File: src/hdl/smpwm_pkg.sv
// ----------------------------------------------------------------------------
// smpwm_pkg
// Shared widths, codes and beat types of the staggered multichannel PWM.
// ----------------------------------------------------------------------------
package smpwm_pkg;

  localparam int CHANNELS = 8;
  localparam int CH_W     = $clog2(CHANNELS);
  localparam int POS_W    = 24;
  localparam int STEP_W   = 16;
  localparam int WIDTH_W  = 24;
  localparam int PINS_W   = 8;
  localparam int MODE_W   = 2;
  localparam int CHAN_W   = 3;
  localparam int VALUE_W  = 24;
  localparam int IN_DATA_W  = 32;
  localparam int OUT_DATA_W = 8;
  localparam int REG_IDX_W  = 1;
  localparam int REG_DATA_W = 24;
  // start/stop of a window: rank * step plus a full width
  localparam int EDGE_W = ((STEP_W + CH_W) > WIDTH_W ? STEP_W + CH_W : WIDTH_W) + 1;

  localparam logic [MODE_W-1:0] MODE_TICK  = 2'd0;
  localparam logic [MODE_W-1:0] MODE_WIDTH = 2'd1;
  localparam logic [MODE_W-1:0] MODE_MASK  = 2'd2;

  localparam logic [REG_IDX_W-1:0] REG_FRAME_PERIOD = 1'd0;
  localparam logic [REG_IDX_W-1:0] REG_STAGGER_STEP = 1'd1;

  localparam logic [POS_W-1:0]   RESET_PERIOD = 24'd1600000;
  localparam logic [STEP_W-1:0]  RESET_STEP   = 16'd200;
  localparam logic [WIDTH_W-1:0] RESET_WIDTH  = 24'd200000;

  typedef logic [WIDTH_W-1:0] width_t;
  typedef logic [CH_W-1:0]    rank_t;

  // item as it leaves the frame counter
  typedef struct packed {
    logic             valid;
    logic             tick;
    logic             fs;
    logic [POS_W-1:0] pos;
  } head_t;

  // window of one channel for the frame being started
  typedef struct packed {
    logic              en;
    logic [EDGE_W-1:0] start;
    logic [EDGE_W-1:0] stop;
  } frame_t;

  // beat that walks down the channel cells
  typedef struct packed {
    logic                         valid;
    logic                         tick;
    logic                         fs;
    logic [POS_W-1:0]             pos;
    logic [CHANNELS-1:0]          pins;
    frame_t [CHANNELS-1:0]        frame;
  } beat_t;

endpackage

File: src/hdl/smpwm_rank.sv
// ----------------------------------------------------------------------------
// smpwm_rank
// Ranks the active widths, then turns rank and width into the turn-on and
// turn-off times of every channel.
// ----------------------------------------------------------------------------
module smpwm_rank (
  input  logic                                        clk,
  input  logic                                        rst,
  input  logic                                        adv,
  input  smpwm_pkg::head_t                            head,
  input  smpwm_pkg::width_t [smpwm_pkg::CHANNELS-1:0] active_width,
  input  logic [smpwm_pkg::CHANNELS-1:0]              active_enable,
  input  logic [smpwm_pkg::STEP_W-1:0]                stagger_step,
  output smpwm_pkg::beat_t                            beat
);
  import smpwm_pkg::*;

  rank_t               rank [CHANNELS];
  head_t               mid;
  rank_t               rank_q [CHANNELS];
  width_t              width_q [CHANNELS];
  logic [CHANNELS-1:0] en_q;
  frame_t [CHANNELS-1:0] frame;

  // rank: narrower channels first, lower index wins a tie
  always_comb begin
    for (int c = 0; c < CHANNELS; c++) begin
      rank[c] = '0;
      for (int d = 0; d < CHANNELS; d++) begin
        if (active_width[d] < active_width[c] ||
            (active_width[d] == active_width[c] && d < c)) begin
          rank[c] = rank[c] + CH_W'(1);
        end
      end
    end
  end

  always_ff @(posedge clk) begin
    if (rst) begin
      mid <= '0;
    end else if (adv) begin
      mid <= head;
    end
  end

  always_ff @(posedge clk) begin
    if (adv) begin
      for (int c = 0; c < CHANNELS; c++) begin
        rank_q[c]  <= rank[c];
        width_q[c] <= active_width[c];
      end
      en_q <= active_enable;
    end
  end

  always_comb begin
    for (int c = 0; c < CHANNELS; c++) begin
      frame[c].en    = en_q[c];
      frame[c].start = EDGE_W'(stagger_step) * EDGE_W'(rank_q[c]);
      frame[c].stop  = frame[c].start + EDGE_W'(width_q[c]);
    end
  end

  always_ff @(posedge clk) begin
    if (rst) begin
      beat <= '0;
    end else if (adv) begin
      beat.valid <= mid.valid;
      beat.tick  <= mid.tick;
      beat.fs    <= mid.fs;
      beat.pos   <= mid.pos;
      beat.pins  <= '0;
      beat.frame <= frame;
    end
  end

endmodule

File: config.mk
export PLATFORM = sky130hd
export DESIGN_NAME = smpwm_rank
export DESIGN_NICKNAME = d
export VERILOG_FILES = /design/src/hdl/smpwm_pkg.sv /design/src/hdl/smpwm_rank.sv
export SDC_FILE = /design/constraint.sdc
export NUM_CORES = 2
export LEC_CHECK = 0
export ABC_AREA = 1
export BUFFER_PORTS_ARGS = -buffer_cell sky130_fd_sc_hd__buf_2
export CAP_MARGIN = 0
export CORE_UTILIZATION = 30
export DETAILED_ROUTE_END_ITERATION = 7
export PLACE_DENSITY = 0.53
export SLEW_MARGIN = 0
export SYNTH_ARGS = -nofsm -noshare
export SYNTH_HDL_FRONTEND = slang
export SYNTH_SLANG_ARGS = --single-unit
File: constraint.sdc
create_clock -name clk -period 6.5 [get_ports clk]
set_clock_uncertainty 0.15 [all_clocks]
set_input_delay 1.3 -clock clk [delete_from_list [all_inputs] [get_ports clk]]
set_output_delay 1.3 -clock clk [all_outputs]
set_load 0.005 [all_outputs]
Word-level counts from Yosys, hierarchy flattened

Memories as Yosys holds them, arrays and structs flattened.
Cells that the tools add are included.

Input bits: 246
RAM bits: 216
Memories kept: 2
Word-level logic and storage cells: 293
Bits in registers: 422

Memories:

| memory  | depth | width | read ports | clocked after Yosys merged registers in | wr ports | line             | RTL |
|---|---|---|---|---|---|---|---|
| width_q | 8     | 24    | 8          | 0                                       | 8        | smpwm_rank.sv:21 | `width_t width_q [CHANNELS];` |
| rank_q  | 8     | 3     | 8          | 0                                       | 8        | smpwm_rank.sv:20 | `rank_t rank_q [CHANNELS];` |

Reduce and logical (&&, ||, !) cells: 28
Equality and inequality tests: 28
Order comparisons: 64
Multiplexer cells: 66
$mul: 8
Add/subtract/negate cells: 64

Operators with widths:

| operator            | number |
|---|---|
| $lt 24x24->1        | 64 |
| $eq 24x24->1        | 28 |
| $add 19x24->25      | 8 |
| $mux 3              | 56 |
| $mul 16x3->19       | 8 |
| $add 3x1->3 const B | 48 |
| $logic_or 1x1->1    | 28 |
| $add 1x1->2 const B | 8 |
| $mux 1              | 10 |

Longest topological paths before layout

Depth in word-level cells: 17
Mapped depth: 33

Worst setup path after synthesis

OpenSTA, ideal clock, no wires.

Kind: in2reg
From: in active_width[25] (netlist name)
To: mem rank_q[0][2] (netlist name), data pin
Arrival: 5.252 ns
Data required time: 6.101 ns
Setup slack: 0.849 ns
Cell stages on the path: 33
Library setup time: 0.249 ns
Cells stage by stage: inv_1 ha_1 inv_1 nor2_1 nor2_1 o21ai_0 a31oi_1 nor2_1 a211oi_1 nor2_1 o21ai_0 inv_1 ha_1 inv_1 nand3_1 nand2_1 ha_1 o21a_1 ha_1 nand2_1 nand2_1 ha_1 or2_2 and2_1 ha_1 inv_1 nor2_1 inv_1 nand3_1 nand2_1 nand2_1 nand2_1 inv_1

RTL lines:

| what        | line             | RTL |
|---|---|---|
| from (decl) | smpwm_rank.sv:11 | `input smpwm_pkg::width_t [smpwm_pkg::CHANNELS-1:0] active_width,` |
| to (decl)   | smpwm_rank.sv:20 |  |

==> summary.md <==
| Metric | Value |
|---|---|
| Max Clock Freq | ~160 MHz |
| Clock root cell | clkbuf_16 |
| End-of-flow core utilization | 0.3595 |
| Number of hold buffers added after CTS | 0 |
| Initial Util | 0.3023 |
| Peak VDD IR | about 0.27 mV |
| RSZ-0062 raised after global routing | false |
| Synth Cell Area | just over 0.06 mm² |
| Failing checks | DRC |
| Ys flop type | dfxtp_1 |
| Die Ht | between 400 and 500 µm |
| DRC violations left | 128 |
| Routability cong. | about 1.0 |
| Vias per cell | around 5.0 |
| Area delta synth->final | 18.93% |
| Dpl cells | approximately 12000 |
| Synth area leaders | ha_1 21%, dfxtp_1 14%, edfxtp_1 11%, nand2_1 11%, inv_1 7.8% |
| Post-synth EDFFs | 224 |
| CTS max path bufs | 3 |
| Critical-path top delay cell | fa_1 |
| Per-cell routed wire length | between 20 and 25 µm |
| Die area | about 0.2 mm² |
| # H-tree levels | 3 |
| Total CTS buffers | just under 80 |
| Leak Pwr | 39.33 nW |
| P per Cell Area | ~410 mW/mm² |
| Worst-path clk slew | about 0.06 ns |
| Element type at the critical path start | input pin |
| Top-count cell post-synth | nand2_1 |
| Hold Vio Cnt, Final | 0 |
| Antenna-violating nets left | 0 |
| Detail Placement HPWL | 234700 µm |
| Final setup viols | 0 |
| Layout cells sized above 1 | 0.1388 |
| Final period util | 0.9387 |
| Synth warnings | 0 |
| GRT overflow | 0 |
| First-pass GRT wire length | between 400000 and 500000 µm |
| Core Rows | 164 |
| Worst Setup End Kind | register |
| Status | finished, violations left |
| CTS tree | built |
| Non-filler cells, final | roughly 12000 |
| Vias in the first global route | 56690 |
| Final std cell area, no fill | between 0.07 and 0.08 mm² |
| IO Pins | just under 700 |
| Worst Path Buf+Inv | 6 |
| Max Slew Vio Count | 0 |
| Post-cts gate resize count | 0 |
| Global-route usage over all layers | 0.2727 |
| Synth cell types | 60 |
| Fin nets | 10660 |
| PortBufs | about 630 |
| Layout filler cell count | roughly 21000 |
| Worst path required time | 6.97 ns |
| Initial DRC count | 5166 |
| Post-synthesis sequential area ratio | 0.2485 |
| Placeable core area | roughly 0.20 mm² |
| Setup_tns | 0 ns |
| FF+latch count, synth | ~640 |
| Top-area cell type share of the netlist area | 0.2104 |
| Max_slew headroom | 0.3291 |
| Max Cap Violations | 0 |
| Chip width | 450.8 µm |
| Via Count | between 60000 and 70000 |
| Clock Sinks | approximately 640 |
| Synthesized instance count | 8391 |
| Post-synthesis async set-or-reset flop share | 0 |
| Initial antenna violation count | 36 |
| WP data arrival | 6.58 ns |
| Cell taking the most area after synthesis | ha_1 |
| Least-Margin Pin Slew | around 1.0 ns |
| Hold Crit Class | reg -> reg |
| DRT Pass-1 Iters | 8 |
| Total routed wirelength | approximately 290000 µm |
| Hold Slack | between 0.3 and 0.4 ns |
| DP Area | 0.06911 mm² |
| CP Class | in -> reg |
| Crit-path leading delay family | adder cells |
| Worst skew pair latency | approximately 0.73 ns |
| Worst path max stage delay | between 0.5 and 0.6 ns |
| Syn avg cell area | around 7.2 µm² |
| Post CTS Setup Buffer Count | 0 |
| Post-synth top cells | 1727 x nand2_1, 1258 x inv_1, 1054 x nor2_1 |
| Min Clock Period, post-route | roughly 6.1 ns |
| Crit Path Max Fanout | 21 |
| Largest net degree at the start of global routing | ~170 |
[registers in the layout (all words and copies together) (netlist names)]
name	count
beat	387
rank_q	24
width_q	192
en_q	8
mid	27
[stage by stage]
stage	power, mW	worst slack, ns
2_1_floorplan	17.56	0.8493
3_3_place_gp	24.96	-0.2365
3_5_place_dp	24.99	-0.2609
4_1_cts	29.82	0.4986
5_1_grt	32.10	0.005266
6_report	29.75	0.3981
[cell families after synthesis]
group | after synthesis | share of synthesized area
xor gates and xnor gates | 243 | 0.03523
DFF | 638 | 0.2485
adders and majority gates | 1144 | 0.2528
AOI/OAI and AO/OA | 1429 | 0.1308
and+or+nand+nor | 3387 | 0.2322
buffers and inverters | 1549 | 0.1004
other | 1 | 0.00006207
[tightest hold or removal path: stages (launching register included)]
cell and delay, ns:
edfxtp_1 0.32, nor2_1 0.04, nor2_1 0.09
[power by group]
part / switching (mW) / internal [mW]
Clock: 2.00 / 2.67
Sequential: 0.860 / 4.99
Combinational: 12.5 / 6.72
Total: 15.4 / 14.4
[cell type report]
| cell class | instances | area [µm²] | area share |
|---|---|---|---|
| Tap cell | 2656 | 3323 | 0.04625 |
| Inverter | 1274 | 4800 | 0.06680 |
| Timing Repair Buffer | 1018 | 6430 | 0.08949 |
| Multi-Input combinational cell | 6259 | 39540 | 0.5503 |
| Sequential cell | 638 | 15010 | 0.2090 |
| Clock inverter | 40 | 470.5 | 0.006548 |
| Antenna cell | 10 | 25.02 | 0.0003483 |
| Clock buffer | 107 | 2250 | 0.03131 |
[placed cells by master, fill, tap and decap left out, types with 43 or more instances in the layout]
cell type,count
o21ai_0,538
ha_1,1016
nor2_1,1054
conb_1,56
dfxtp_1,414
edfxtp_1,224
xnor2_1,78
a21oi_1,575
fa_1,128
o21bai_1,43
xor2_1,165
nand4_1,66
buf_2,630
nand3_1,336
clkbuf_16,82
inv_1,1257
o211ai_1,55
buf_4,358
nand2_1,1727
[worst paths after layout]
path | depth (start not counted) | slack, ns | start | end
worst min-delay path | 2 | 0.31 | en_q[3] | beat[203]
worst max register to register | 24 | 0.75 | rank_q[0][11] | beat[175]
worst max-delay path | 25 | 0.40 | stagger_step[2] | beat[175]
worst min register to register | 2 | 0.31 | en_q[3] | beat[203]
[per-layer routing]
| layer | up-vias | share of wire | track usage |
|---|---|---|---|
| li1 | 29040 | - | - |
| met1 | 28660 | 0.43 | 0.3585 |
| met2 | 1958 | 0.45 | 0.4353 |
| met3 | 470 | 0.064 | 0.03807 |
| met4 | 16 | 0.055 | 0.1359 |
| met5 | - | 0.00042 | 0 |
Note: power is estimated with default switching activity, not from simulation.
