<file path="src/hdl/smpwm_pkg.sv">
// ----------------------------------------------------------------------------
// smpwm_pkg
// Shared widths, codes and beat types of the staggered multichannel PWM.
// ----------------------------------------------------------------------------
package smpwm_pkg;

  localparam int CHANNELS = 8;
  localparam int CH_W     = $clog2(CHANNELS);
  localparam int POS_W    = 24;
  localparam int STEP_W   = 16;
  localparam int WIDTH_W  = 24;
  localparam int PINS_W   = 8;
  localparam int MODE_W   = 2;
  localparam int CHAN_W   = 3;
  localparam int VALUE_W  = 24;
  localparam int IN_DATA_W  = 32;
  localparam int OUT_DATA_W = 8;
  localparam int REG_IDX_W  = 1;
  localparam int REG_DATA_W = 24;
  // start/stop of a window: rank * step plus a full width
  localparam int EDGE_W = ((STEP_W + CH_W) > WIDTH_W ? STEP_W + CH_W : WIDTH_W) + 1;

  localparam logic [MODE_W-1:0] MODE_TICK  = 2'd0;
  localparam logic [MODE_W-1:0] MODE_WIDTH = 2'd1;
  localparam logic [MODE_W-1:0] MODE_MASK  = 2'd2;

  localparam logic [REG_IDX_W-1:0] REG_FRAME_PERIOD = 1'd0;
  localparam logic [REG_IDX_W-1:0] REG_STAGGER_STEP = 1'd1;

  localparam logic [POS_W-1:0]   RESET_PERIOD = 24'd1600000;
  localparam logic [STEP_W-1:0]  RESET_STEP   = 16'd200;
  localparam logic [WIDTH_W-1:0] RESET_WIDTH  = 24'd200000;

  typedef logic [WIDTH_W-1:0] width_t;
  typedef logic [CH_W-1:0]    rank_t;

  // item as it leaves the frame counter
  typedef struct packed {
    logic             valid;
    logic             tick;
    logic             fs;
    logic [POS_W-1:0] pos;
  } head_t;

  // window of one channel for the frame being started
  typedef struct packed {
    logic              en;
    logic [EDGE_W-1:0] start;
    logic [EDGE_W-1:0] stop;
  } frame_t;

  // beat that walks down the channel cells
  typedef struct packed {
    logic                         valid;
    logic                         tick;
    logic                         fs;
    logic [POS_W-1:0]             pos;
    logic [CHANNELS-1:0]          pins;
    frame_t [CHANNELS-1:0]        frame;
  } beat_t;

endpackage

</file>
<file path="src/hdl/smpwm_cell.sv">
// ----------------------------------------------------------------------------
// smpwm_cell
// One channel: takes its window from the passing beat and sets its pin bit
// in the beat that passes on to the next cell.
// ----------------------------------------------------------------------------
module smpwm_cell (
  input  logic                         clk,
  input  logic                         rst,
  input  logic                         adv,
  input  logic [smpwm_pkg::CH_W-1:0]   idx,
  input  smpwm_pkg::beat_t             beat_in,
  output smpwm_pkg::beat_t             beat_out
);
  import smpwm_pkg::*;

  frame_t             use_win;
  logic [EDGE_W-1:0]  pos_ext;
  logic               hit;
  beat_t              beat_next;

  always_comb begin
    // window follows the current stagger step, so take it from every beat
    use_win   = beat_in.frame[idx];
    pos_ext   = EDGE_W'(beat_in.pos);
    hit       = use_win.en && (pos_ext >= use_win.start) && (pos_ext < use_win.stop);
    beat_next = beat_in;
    if (beat_in.tick) beat_next.pins[idx] = hit;
  end

  always_ff @(posedge clk) begin
    if (rst) begin
      beat_out <= '0;
    end else if (adv) begin
      beat_out <= beat_next;
    end
  end

endmodule

</file>
<file path="config.mk">
export PLATFORM = sky130hd
export DESIGN_NAME = smpwm_cell
export DESIGN_NICKNAME = d
export VERILOG_FILES = /design/src/hdl/smpwm_pkg.sv /design/src/hdl/smpwm_cell.sv
export SDC_FILE = /design/constraint.sdc
export NUM_CORES = 1
export LEC_CHECK = 0
export ABC_AREA = 1
export BUFFER_PORTS_ARGS = -buffer_cell sky130_fd_sc_hd__buf_2
export CAP_MARGIN = 20
export CORE_AREA = 3 3 349 351
export CTS_BUF_LIST = sky130_fd_sc_hd__clkbuf_8
export DETAILED_ROUTE_END_ITERATION = 6
export DIE_AREA = 0 0 352 354
export GPL_TIMING_DRIVEN = 0
export PLACE_DENSITY = 0.39
export REMOVE_ABC_BUFFERS = 1
export SLEW_MARGIN = 20
export SYNTH_ARGS = -nofsm -noshare
export SYNTH_HDL_FRONTEND = slang
export SYNTH_SLANG_ARGS = --single-unit
</file>
<file path="constraint.sdc">
create_clock -name clk -period 2.6 [get_ports clk]
set_input_delay 0.26 -clock clk [delete_from_list [all_inputs] [get_ports clk]]
set_output_delay 0.26 -clock clk [all_outputs]
set_load 0.01 [all_outputs]
</file>
# Word level (Yosys, flattened, before mapping)
# Cells that the tools add are included.
[word_totals] ram_bits=0 wordCells=42 latchBits=0 n_memories=0 reg_bits=443 romBits=0
[op_classes] n_bitwise=0 shift=0 eq_ne=0 muxes=6 n_div=0 addsub=0 n_lt_le_gt_ge=4 reduce_logical=3 n_mul=0
[op_table] cell="$bmux 51 s3" n=1
[op_table] cell="$mux 51" n=1
[op_table] cell="$ge 24x25->1" n=1
[op_table] cell="$lt 24x25->1" n=1
[op_table] cell="$bwmux 8" n=1
[op_table] cell="$mux 8" n=1
[op_table] cell="$lt 3x4->1 const B" n=1
[op_table] cell="$demux 1 s3" n=1
[op_table] cell="$ge 3x1->1 const B" n=1
[op_table] cell="$logic_and 1x1->1" n=3
[op_table] cell="$mux 1" n=1

# Depth between registers and ports, before layout
[depth] ltp_word=7 ltp_mapped=23 ltp_nobuf=21

# Worst setup path before layout
# Ideal clock, no wire load.
[synth_timing] path_type="input -> register" start="input idx[0] (netlist bit)" end="register beat_out[412] (netlist bit)" t_arrival_ps=2590 setup_time_ps=136 cell_stages=19 setup_slack_ps=-126 n_path_buf=4 required_ps=2464 path_cell_list="buf_4 -> buf_2 -> clkbuf_1 -> clkbuf_1 -> nor2_1 -> o22ai_1 -> a211oi_1 -> ha_1 -> a21o_1 -> o21ai_0 -> nand3_1 -> nand2_1 -> nand2_1 -> nor2_1 -> nor2_4 -> nand2_4 -> nand2_1 -> nand2_1 -> a21oi_2"
[synth_between] elab_chain_len=7 word_cells_on_any_way=13
[synth_lines] element="start, declared" line="smpwm_cell.sv:10" rtl="input logic [smpwm_pkg::CH_W-1:0] idx,"
[synth_lines] element="$bmux 51 s3" line="smpwm_cell.sv:23" rtl="use_win = beat_in.frame[idx];"
[synth_lines] element="$mux 51 (not written as such)" line="smpwm_cell.sv:23"
[synth_lines] element="$ge 24x25->1" line="smpwm_cell.sv:25" rtl="hit = use_win.en && (pos_ext >= use_win.start) && (pos_ext < use_win.stop);"
[synth_lines] element="$logic_and 1x1->1 (2 in a row)" line="smpwm_cell.sv:25"
[synth_lines] element="$bwmux 8 (*)" line="smpwm_cell.sv:27" rtl="if (beat_in.tick) beat_next.pins[idx] = hit;"
[synth_lines] element="$mux 8 (*)" line="smpwm_cell.sv:27"
[synth_lines] element="end signal, assigned" line="smpwm_cell.sv:34" rtl="beat_out <= beat_next;"
[synth_lines] element="end, declared" line="smpwm_cell.sv:12" rtl="output smpwm_pkg::beat_t beat_out"
# Every way passes the cells marked *; elsewhere a longest branch is shown, timed or not. The select of a mux whose other input is x is not followed.
# A chain may end at the register's enable or synchronous reset.

# Worst setup path in the final report
[layout_timing] start="input idx[0] (netlist bit)" end="register beat_out[410] (netlist bit)"
# Same word-level chain as after synthesis.

==> flow_metrics.env <==
export IMPL_clock_sinks=443
export IMPL_reg2regPathDepth=3
export IMPL_timing_rr_start="beat_out[223]$_SDFFE_PP0P_"
export IMPL_finalSetupTns_ps=0
export IMPL_regMostFlops="beat_out"
export IMPL_worstHoldPathType="input pin to register"
export IMPL_async_flop_share=0
export IMPL_crit_path_end="beat_out[410]$_SDFFE_PP0P_"
export IMPL_slew_violations=0
export IMPL_initial_utilization=0.161
export IMPL_die_w_microns=352
export IMPL_setup_viol=0
export IMPL_grtUsageTotal=0.184
export IMPL_grt_ovfl_total=0
export IMPL_path_common_cell="nand2_1"
export IMPL_ys_seq_area_frac=0.463
export IMPL_fp_dieArea_sq_um=125000
export IMPL_h_tree_depth=3
export IMPL_status="complete, no violations"
export IMPL_drt_iter0_markers=1906
export IMPL_top_regs="beat_out: 443 flops"
export IMPL_endpoint_kind="register"
export IMPL_num_io_pins=892
export IMPL_drive_gt1_frac=0.288
export IMPL_crit_chain="buf_16 -> buf_16 -> nand2_8 -> inv_12 -> a211oi_4 -> ha_1 -> buf_4 -> a21oi_2 -> o21a_2 -> nand2_4 -> nand3_1 -> nand2_1 -> nor2_2 -> nor2_4 -> nand2_4 -> nand2_1 -> nand2_1 -> a21oi_2"
export IMPL_die_h_microns=354
export IMPL_tightest_slew_ps=765
export IMPL_synth_seq_cells=443
export IMPL_critPathBufInv=4
export IMPL_layout_commonest_cell="buf_2"
export IMPL_hold_viol=0
export IMPL_rr_endpoint="beat_out[223]$_SDFFE_PP0P_"
export IMPL_cts_buffer_depth=3
export IMPL_drc=0
export IMPL_relSlewSlack=0.487
export IMPL_final_nets=4591
export IMPL_final_cell_mix="883 x buf_2, 860 x nand2_1, 561 x dlygate4sd3_1, 443 x dfxtp_1, 399 x a21oi_1"
export IMPL_grt_max_degree=117
export IMPL_wl_per_cell_microns=21.7
export IMPL_syn_to_final_growth_pct=79.1
export IMPL_first_pass_iters=5
export IMPL_worstSkewPairLatency_ps=700
export IMPL_cp_arrival_ps=3120
export IMPL_path_delay_family="simple AND/OR/NAND/NOR gates"
export IMPL_irDropWorstVdd_mv=0.346
export IMPL_routed_via_count=24393
export IMPL_min_period_ps=2550
export IMPL_gp_congestion=0.842
export IMPL_finalPower_uw=19200
export IMPL_fin_cells=5778
export IMPL_vias_per_cell=4.22
export IMPL_avgSynthCellArea_sq_um=7.15
export IMPL_post_route_util=0.288
export IMPL_crit_fanout=21
export IMPL_start_kind="input pin"
export IMPL_maxClockFrequency_mhz=392
export IMPL_core_sq_um=119000
export IMPL_crit_path_start="idx[0]"
export IMPL_port_buffers=891
export IMPL_place_inst=5002
export IMPL_rows=127
export IMPL_synth_distinct_cells=32
export IMPL_largest_reg_flops=443
export IMPL_power_per_cell_area_nw_per_um2=560
export IMPL_grt_pass1_wl_microns=170000
export IMPL_rrSetupSlack_ps=1320
export IMPL_syn_area_sq_um=19200
export IMPL_cts_buffers=94
export IMPL_skew_ps=0
export IMPL_worstSetupPathType="input pin to register"
export IMPL_cap_viol_max_count=0
export IMPL_period_share=0.981
export IMPL_clkTransAtPathRegs_ps=60
export IMPL_wl_microns=125000
export IMPL_antenna_found_initial=19
export IMPL_worst_ep_required_time_ps=3170
export IMPL_p_leak_uw=0.0157
export IMPL_max_stage_delay_ps=400
export IMPL_dp_hpwl_microns=80700
export IMPL_clockRootBuffer="clkbuf_8"
export IMPL_synth_edf_count=0
export IMPL_ant_nets=0
export IMPL_grt_pass1_vias=24645
export IMPL_yosysWarnings=0
export IMPL_cts_tree="done"
export IMPL_crit_cells=18
export IMPL_slowest_stage="a211oi_4"
export IMPL_postSynthCellCount=2682
export IMPL_ys_flop_type="dfxtp_1"
how the worst min path moves through the flow:
stage | slack (ps) | from | cells after the start | to
final | 70 | beat_in[106] | 3 | beat_out[106]$_SDFFE_PP0P_
after global routing | 20 | beat_in[106] | 3 | beat_out[106]$_SDFFE_PP0P_
after CTS | 0.4 | rst | 2 | beat_out[330]$_SDFFE_PP0P_
after detailed placement | 450 | beat_out[16]$_SDFFE_PP0P_ | 2 | beat_out[16]$_SDFFE_PP0P_
after global placement | 440 | beat_out[182]$_SDFFE_PP0P_ | 2 | beat_out[182]$_SDFFE_PP0P_
after floorplan | 320 | rst | 1 | beat_out[408]$_SDFFE_PP0P_
through the flow:
| stage | cell area, sq um | hold WS [ps] | setup WS, ps |
|---|---|---|---|
| after global placement | 24900 | 445 | -22490 |
| after global routing | 34300 | 15.5 | -28.0 |
| after detailed placement | 25500 | 449 | -3110 |
| after floorplan | 18400 | 322 | -1080 |
| final | 34300 | 69.0 | 50.0 |
| after CTS | 33600 | 0.425 | 3.23 |
synth_stat cells (9+ instances only):
cell type / number / area [sq um]
o22ai_1: 91 / 569
ha_1: 47 / 588
nand3_1: 17 / 85.1
buf_1: 24 / 90.1
inv_1: 74 / 278
a21oi_1: 401 / 2010
dfxtp_1: 443 / 8870
nor2_1: 241 / 905
o21ai_1: 10 / 50.1
a21oi_2: 9 / 78.8
nand2_1: 870 / 3270
o21ai_0: 138 / 691
clkbuf_1: 173 / 649
inv_2: 9 / 33.8
a211oi_1: 103 / 773
layer usage:
layer / track usage / part of all wire / up-vias
li1: - / - / 11744
met4: 0.0641 / 0.032 / 2
met3: 0.0367 / 0.066 / 194
met2: 0.324 / 0.49 / 918
met5: 0 / 0.000064 / -
met1: 0.221 / 0.41 / 11535
cell families after synthesis:
kind of cell	after synthesis	synth area share
adders and majority gates	47	0.0307
AOI/OAI and AO/OA	760	0.221
and+or+nand+nor	1144	0.228
buffers and inverters	288	0.0574
DFF	443	0.463
worst reg2reg max path: cells and delay by family, from the launching register on:
kind	cells	cell delay (ps)
AO/OA/AOI/OAI	1	130
AND/OR/NAND/NOR	1	90
flip-flops	1	460
buffers and inverters	1	550
power breakdown:
part	leakage (uW)	switching [uW]	total, uW	internal (uW)
clock network	0.00106	3540	7610	4070
logic	0.0110	2400	4250	1850
registers	0.00366	186	7370	7180
area by class of cell:
type	count	area, sq um
inverters	83	400
repair buffers	1518	11400
flip-flops and latches	443	8870
repair inverters	3	33.8
clock buffers	115	1580
diodes	7	17.5
multi-input cells	1952	9720
clock inverters	45	243
well taps	1612	2020
fillers	13189	85000
what timing repair did:
item,CTS,global route
hold buffers,562,1
pin swaps,13,43
gates cloned,9,9
setup buffers,14,17
resized for setup,68,88
endpoints found under the hold margin,443,1
setup endpoints to repair,8,8
Power figures use the tool's default switching activity.
