$ cat config.mk
export PLATFORM = sky130hd
export DESIGN_NAME = smpwm_front
export DESIGN_NICKNAME = d
export VERILOG_FILES = /design/src/hdl/smpwm_pkg.sv /design/src/hdl/smpwm_front.sv
export SDC_FILE = /design/constraint.sdc
export NUM_CORES = 1
export LEC_CHECK = 0
export BUFFER_PORTS_ARGS = -buffer_cell sky130_fd_sc_hd__buf_2
export CAP_MARGIN = 10
export CORE_AREA = 2 2 202 204
export DETAILED_ROUTE_END_ITERATION = 8
export DIE_AREA = 0 0 204 206
export GPL_TIMING_DRIVEN = 0
export PLACE_DENSITY = 0.66
export SLEW_MARGIN = 20
export SYNTH_ARGS = -nofsm -noshare
export SYNTH_HDL_FRONTEND = slang
export SYNTH_SLANG_ARGS = --single-unit
$ cat constraint.sdc
create_clock -name clk -period 7.8 [get_ports clk]
set_clock_uncertainty 0.15 [all_clocks]
set_input_delay 0.78 -clock clk [delete_from_list [all_inputs] [get_ports clk]]
set_output_delay 0.78 -clock clk [all_outputs]
set_load 0.02 [all_outputs]
$ cat src/hdl/smpwm_pkg.sv
// ----------------------------------------------------------------------------
// smpwm_pkg
// Shared widths, codes and beat types of the staggered multichannel PWM.
// ----------------------------------------------------------------------------
package smpwm_pkg;

  localparam int CHANNELS = 8;
  localparam int CH_W     = $clog2(CHANNELS);
  localparam int POS_W    = 24;
  localparam int STEP_W   = 16;
  localparam int WIDTH_W  = 24;
  localparam int PINS_W   = 8;
  localparam int MODE_W   = 2;
  localparam int CHAN_W   = 3;
  localparam int VALUE_W  = 24;
  localparam int IN_DATA_W  = 32;
  localparam int OUT_DATA_W = 8;
  localparam int REG_IDX_W  = 1;
  localparam int REG_DATA_W = 24;
  // start/stop of a window: rank * step plus a full width
  localparam int EDGE_W = ((STEP_W + CH_W) > WIDTH_W ? STEP_W + CH_W : WIDTH_W) + 1;

  localparam logic [MODE_W-1:0] MODE_TICK  = 2'd0;
  localparam logic [MODE_W-1:0] MODE_WIDTH = 2'd1;
  localparam logic [MODE_W-1:0] MODE_MASK  = 2'd2;

  localparam logic [REG_IDX_W-1:0] REG_FRAME_PERIOD = 1'd0;
  localparam logic [REG_IDX_W-1:0] REG_STAGGER_STEP = 1'd1;

  localparam logic [POS_W-1:0]   RESET_PERIOD = 24'd1600000;
  localparam logic [STEP_W-1:0]  RESET_STEP   = 16'd200;
  localparam logic [WIDTH_W-1:0] RESET_WIDTH  = 24'd200000;

  typedef logic [WIDTH_W-1:0] width_t;
  typedef logic [CH_W-1:0]    rank_t;

  // item as it leaves the frame counter
  typedef struct packed {
    logic             valid;
    logic             tick;
    logic             fs;
    logic [POS_W-1:0] pos;
  } head_t;

  // window of one channel for the frame being started
  typedef struct packed {
    logic              en;
    logic [EDGE_W-1:0] start;
    logic [EDGE_W-1:0] stop;
  } frame_t;

  // beat that walks down the channel cells
  typedef struct packed {
    logic                         valid;
    logic                         tick;
    logic                         fs;
    logic [POS_W-1:0]             pos;
    logic [CHANNELS-1:0]          pins;
    frame_t [CHANNELS-1:0]        frame;
  } beat_t;

endpackage

$ cat src/hdl/smpwm_front.sv
// ----------------------------------------------------------------------------
// smpwm_front
// Frame counter, pending widths and mask, and the active set latched at
// every frame start.
// ----------------------------------------------------------------------------
module smpwm_front (
  input  logic                                      clk,
  input  logic                                      rst,
  input  logic                                      adv,
  input  logic                                      accept,
  input  logic [smpwm_pkg::MODE_W-1:0]              mode,
  input  logic [smpwm_pkg::CHAN_W-1:0]              channel,
  input  logic [smpwm_pkg::VALUE_W-1:0]             value,
  input  logic [smpwm_pkg::POS_W-1:0]               frame_period,
  output smpwm_pkg::head_t                          head,
  output smpwm_pkg::width_t [smpwm_pkg::CHANNELS-1:0] active_width,
  output logic [smpwm_pkg::CHANNELS-1:0]            active_enable
);
  import smpwm_pkg::*;

  logic [POS_W-1:0]      pos;
  width_t                pending_width [CHANNELS];
  logic [CHANNELS-1:0]   pending_enable;

  logic [POS_W-1:0]      period;
  logic [POS_W-1:0]      cur;
  logic                  fs;
  logic [POS_W:0]        pos_inc;
  logic [POS_W-1:0]      pos_next;
  logic                  is_tick;
  logic                  wr_hit;
  logic [CH_W-1:0]       wr_idx;

  always_comb begin
    period   = (frame_period == '0) ? POS_W'(1) : frame_period;
    // a period lowered below the position restarts the frame
    cur      = (pos >= period) ? '0 : pos;
    fs       = (cur == '0);
    pos_inc  = {1'b0, cur} + (POS_W + 1)'(1);
    pos_next = (pos_inc >= {1'b0, period}) ? '0 : pos_inc[POS_W-1:0];
    is_tick  = (mode == MODE_TICK);
    wr_hit   = (32'(channel) < CHANNELS);
    wr_idx   = CH_W'(channel);
  end

  always_ff @(posedge clk) begin
    if (rst) begin
      pos            <= '0;
      pending_enable <= '1;
      head           <= '0;
      for (int c = 0; c < CHANNELS; c++) begin
        pending_width[c] <= RESET_WIDTH;
      end
    end else if (adv) begin
      head.valid <= accept;
      head.tick  <= accept && is_tick;
      head.fs    <= accept && is_tick && fs;
      head.pos   <= cur;
      if (accept) begin
        case (mode)
          MODE_TICK:  pos <= pos_next;
          MODE_WIDTH: begin
            if (wr_hit) pending_width[wr_idx] <= value;
          end
          MODE_MASK:  pending_enable <= value[CHANNELS-1:0];
          default:    ;
        endcase
      end
    end
  end

  // active set only matters from the first frame start on
  always_ff @(posedge clk) begin
    if (adv && accept && is_tick && fs) begin
      for (int c = 0; c < CHANNELS; c++) begin
        active_width[c] <= pending_width[c];
      end
      active_enable <= pending_enable;
    end
  end

endmodule

After elaboration in Yosys (flattened, before gate mapping)
Memory sizes are Yosys's and may differ from the RTL's. A register that Yosys moved wholly into a read port is not among the register bits.
Cells that the tools add are included.
{ "classes": {"addsub": 1, "magnitude_cmp": 2, "n_eq_ne": 2, "muxes": 13, "n_reduce_logical": 11} }
{ "ops": {"columns": ["cell", "n"], "rows": [
  ["$mux 24", 4],
  ["$logic_not 24->1", 2],
  ["$add 24x1->25 const B", 1],
  ["$ge 25x24->1", 1],
  ["$ge 24x24->1", 1],
  ["$reduce_or 24->1", 1],
  ["$mux 1", 8],
  ["$reduce_and 3->1", 2],
  ["$logic_and 1x1->1", 5],
  ["$mux 3", 1],
  ["$eq 2x1->1 const B", 1],
  ["$eq 2x2->1 const B", 1],
  ["$logic_not 2->1", 1]
]} }
{ "word_totals": {"register_bits": 67, "ram_bits": 192, "out_inout_bits": 227, "wordCells": 37, "mem_count": 1} }
{ "memory_table": {"columns": ["name", "words", "width", "rd", "rd_ports_with_merged_regs", "write_ports", "line", "text"], "rows": [
  ["pending_width", 8, 24, 8, 8, 8, "smpwm_front.sv:22", "width_t pending_width [CHANNELS];"]
]} }

Depth between registers and ports, before layout
{ "depth": {"depth_word": 8, "mapped_depth": 30} }

Worst setup path before layout
OpenSTA, ideal clock, no wires.
{ "synth_path": {"kind": "input -> register", "from": "in frame_period[20] in the netlist's numbering", "to": "reg head[24] in the netlist's numbering", "setup_time_ns": 0.079, "arrival_time_ns": 7.988, "t_required_ns": 7.571, "slack_ns": -0.417, "path_stages": 15, "n_path_buf": 2, "path_cell_list": "nor4_1 nand4_1 o21bai_1 ha_1 and3_1 o21ai_1 a31oi_1 o311a_1 nor2_1 buf_2 clkbuf_1 nand2_1 ha_1 o311a_1 o21ba_2"} }
{ "synth_via": {"elab_chain_cells": 6} }
{ "synth_rtl": {"columns": ["element", "line", "text"], "rows": [
  ["start: declaration", "smpwm_front.sv:14", "input logic [smpwm_pkg::POS_W-1:0] frame_period,"],
  ["$logic_not 24->1", "smpwm_front.sv:35", "period = (frame_period == '0) ? POS_W'(1) : frame_period;"],
  ["$mux 24 (*)", "smpwm_front.sv:35", null],
  ["$ge 24x24->1 (*)", "smpwm_front.sv:37", "cur = (pos >= period) ? '0 : pos;"],
  ["$mux 24 (*)", "smpwm_front.sv:37", null],
  ["$logic_not 24->1 (*)", "smpwm_front.sv:38", "fs = (cur == '0);"],
  ["$logic_and 1x1->1 (*)", "smpwm_front.sv:57", "head.fs <= accept && is_tick && fs;"],
  ["end: declaration", "smpwm_front.sv:15", "output smpwm_pkg::head_t head,"]
]} }
Mark *: on every way between the ends. The rest lies on a longest branch, timed or not.
A chain may end at the register's enable or synchronous reset.

Final worst setup path
{ "layout_path": {"from": "in frame_period[15] in the netlist's numbering", "to": "reg pos[9]"} }
{ "layout_via": {"elab_chain_cells": 7} }
{ "layout_rtl": {"columns": ["element", "line", "text"], "rows": [
  ["$logic_not 24->1", "smpwm_front.sv:35", null],
  ["$mux 24 (*)", "smpwm_front.sv:35", null],
  ["$ge 24x24->1 (*)", "smpwm_front.sv:37", null],
  ["$mux 24 (*)", "smpwm_front.sv:37", null],
  ["named net cur[1]", "smpwm_front.sv:26", "logic [POS_W-1:0] cur;"],
  ["$add 24x1->25 (*)", "smpwm_front.sv:39", "pos_inc = {1'b0, cur} + (POS_W + 1)'(1);"],
  ["$ge 25x24->1", "smpwm_front.sv:40", "pos_next = (pos_inc >= {1'b0, period}) ? '0 : pos_inc[POS_W-1:0];"],
  ["$mux 24 (*)", "smpwm_front.sv:40", null],
  ["end signal: assignment", "smpwm_front.sv:61", "MODE_TICK: pos <= pos_next;"],
  ["end: declaration", "smpwm_front.sv:21", "logic [POS_W-1:0] pos;"]
]} }
The timed path passes the listed nets; every way through them passes the cells marked *.

==> impl_metrics.py <==
metrics = {
    "drt": {
        "wl_per_cell_um": 20.5,
        "viasPerCell": 5.00,
        "drtIter0Drc": 658,
        "drcViolationCount": 0,
        "routed_wl_um": 41000,
        "num_vias": 10000,
        "firstDrtPassIters": 5,
        "route.antenna.remaining_nets": 0,
    },
    "power": {
        "p_per_area_nw_per_um2": 248,
        "ir_drop_v": 0.000157,
        "clkPwrFrac": 0.437,
        "p_leak_uw": 0.00775,
        "p_comb_frac": 0.034,
        "intPower_uw": 4080,
        "switching_power_uw": 1060,
        "pwr-share-seq": 0.529,
        "swShare": 0.207,
    },
    "global_route": {
        "grt_pass1_vias": 9545,
        "grt_use_total": 0.193,
        "antenna_found_initial": 0,
        "grt_overflow_total": 0,
        "grt_pass1_wl_um": 59200,
        "grt_max_degree": 65,
    },
    "die": {
        "die_h_um": 206,
        "rows": 74,
        "floorplan.initialDensity": 0.424,
        "die_area_um2": 42000,
        "io_pins": 284,
        "die_w_um": 204,
        "core_um2": 40200,
    },
    "synthesis": {
        "ys_types": 50,
        "yosys.area_share.simple": 0.131,
        "yosys.area_share.xor_xnor": 0.0108,
        "synth_area_um2": 17000,
        "post_synth.cell_area_avg_um2": 15.4,
        "ys_seq_area_frac": 0.761,
        "syn_inst": 1102,
        "muxShareOfSynthArea": 0.00118,
        "synthAdderAreaFrac": 0.0368,
        "ys.flop_type": "edfxtp_1",
        "synth_top_family_by_area": "simple AND/OR/NAND/NOR gates",
        "synth_compound_area_frac": 0.0412,
        "synthArstFlopShare": 0,
        "synth_edf_count": 392,
        "synth_seq_cells": 451,
        "yosysWarnings": 0,
        "syn_nets": 1209,
    },
    "sta": {
        "setup_violations": 0,
        "slew_violations": 0,
        "slew_headroom": 0.244,
        "fmax_mhz": 140,
        "worst_slew_pin_slew_ns": 1.12,
        "hold_ws_ns": 0.249,
        "rsz0062_at_grt": "false",
        "hold_violations": 0,
        "setup_tns_ns": 0,
        "period_needed_ns": 7.14,
        "fin_crit_sh": 0.915,
    },
    "setup_path": {
        "worstPathMaxFanout": 10,
        "start_kind": "primary input",
        "path_class": "in -> reg",
        "slowest_stage": "o311a_1",
        "critPathTopFamily": "simple AND/OR/NAND/NOR gates",
        "cpPeakStageDelay_ns": 0.45,
        "crit_arrival_ns": 7.49,
        "cp_num_buf_inv": 5,
        "cp-end-kind": "flop",
        "required_ns": 8.16,
    },
    "finish": {
        "fillers": 3377,
        "area_growth_pct": 21.9,
        "nNetsFinal": 1540,
        "diodes": 0,
        "drive_gt1_frac": 0.257,
        "fin_util": 0.516,
    },
    "clock_tree": {
        "cts_inserted_buffers": 45,
        "htreeDepth": 2,
        "cts_setup_buffers": 0,
        "ctsLongestPathBuffers": 3,
        "path_clk_slew_ns": 0.06,
        "cts_sinks": 451,
        "clockRootBuffer": "clkbuf_16",
        "clk_latency_ns": 0.57,
        "cts_tree": "built",
    },
    "job": {
        "cap_violations": 0,
    },
    "placed_design": {
        "gp_congestion": 0.885,
        "dp_hpwl_um": 27900,
        "io_buffers": 281,
    },
    "min_path": {
        "hp-class": "reg -> reg",
    },
    "outcome": {
        "status": "finished, final reports clean",
    },
}
placed cells by master, fill, tap and decap left out, types with 35 or more instances in the layout:
cell | netlist | final
a21oi_1 | 42 | 42
clkbuf_1 | 32 | 41
nand3_1 | 35 | 35
nor2_1 | 41 | 40
dfxtp_1 | 59 | 59
ha_1 | 50 | 50
clkbuf_16 | 0 | 46
and2_1 | 147 | 147
edfxtp_1 | 392 | 392
or3_1 | 36 | 36
nand2_1 | 46 | 46
buf_2 | 4 | 285
Yosys cell counts (3+ instances only):
master	count	area (um2)
edfxtp_1	392	11800
and2_1	147	920
dfxtp_1	59	1180
ha_1	50	626
nand2_1	46	173
a21oi_1	42	210
nor2_1	41	154
or3_1	36	225
nand3_1	35	175
clkbuf_1	32	120
inv_1	32	120
nand4_1	21	131
a22o_1	17	149
nand2b_1	17	106
nor4_1	14	87.6
xor2_1	13	114
nor2b_1	12	75.1
nor3_1	10	50.1
or2_2	10	62.6
a211o_1	8	70.1
xnor2_1	8	70.1
o21ai_0	7	35.0
a211oi_1	5	37.5
buf_1	4	15.0
buf_2	4	20.0
a31oi_1	3	18.8
a32o_1	3	30.0
a41oi_1	3	26.3
and3_1	3	18.8
o21a_1	3	22.5
what timing repair did:
action | 4_1_cts | 5_1_grt
setup endpoints to repair | 0 | 20
gates resized for setup | 0 | 2
hold buffers | 0 | 0
final timing paths:
path	from	endpoint	slack (ns)	depth (start not counted)
setup / recovery	frame_period[15]	pos[9]	0.66	30
hold / removal	pending_width[1][2]	active_width[26]	0.25	0
setup reg to reg	pos[0]	pos[9]	1.21	27
hold reg to reg	pending_width[1][2]	active_width[26]	0.25	0
through the flow:
step / setup WS [ns] / cell area (um2) / cells / total power [uW]
floorplan: 1.61 / 17000 / 1102 / 2850
global placement: 0.0375 / 19100 / 1915 / 2940
detailed placement: 0.0722 / 19200 / 1918 / 2950
finish: 0.664 / 20700 / 2002 / 5140
CTS: 0.617 / 20700 / 2002 / 5190
global route: 0.127 / 20700 / 2002 / 5300
layout make-up:
| type | instances | area [um2] | share of cell area |
|---|---|---|---|
| Sequential cell | 451 | 13000 | 0.624 |
| Multi-Input combinational cell | 575 | 3780 | 0.182 |
| Timing Repair Buffer | 284 | 1490 | 0.0718 |
| Clock buffer | 57 | 1200 | 0.0579 |
| Tap cell | 532 | 666 | 0.0321 |
| Clock inverter | 27 | 352 | 0.0169 |
| Buffer | 43 | 183 | 0.00880 |
| Inverter | 33 | 124 | 0.00597 |
state kept, by name, summed over array words and instances (netlist names):
| register | count |
|---|---|
| active_enable | 8 |
| active_width | 192 |
| head | 27 |
| pending_enable | 8 |
| pending_width | 192 |
| pos | 24 |
logic make-up (layout without fill, tap and decap cells):
kind of cell | after synthesis | in the layout
AND/OR/NAND/NOR | 399 | 399
multiplexers | 2 | 2
buffers and inverters | 76 | 444
XOR/XNOR | 21 | 21
adder cells (fa/ha/maj) | 50 | 50
AO/OA/AOI/OAI | 103 | 103
flip-flops | 451 | 451
routing by layer:
layer | track usage | part of all wire | up-vias
li1 | - | - | 4739
met1 | 0.252 | 0.42 | 4872
met2 | 0.327 | 0.49 | 342
met3 | 0.0377 | 0.059 | 61
met4 | 0.0611 | 0.026 | 0
met5 | 0 | 0 | -
power by group through the flow:
| stage | sequential [uW] | clock (uW) | combinational [uW] |
|---|---|---|---|
| global placement | 2770 | 0 | 174 |
| global route | 2720 | 2390 | 192 |
| CTS | 2720 | 2290 | 180 |
| finish | 2720 | 2250 | 177 |
| floorplan | 2790 | 0 | 62.1 |
| detailed placement | 2770 | 0 | 179 |
(Power assumes the default switching activity.)
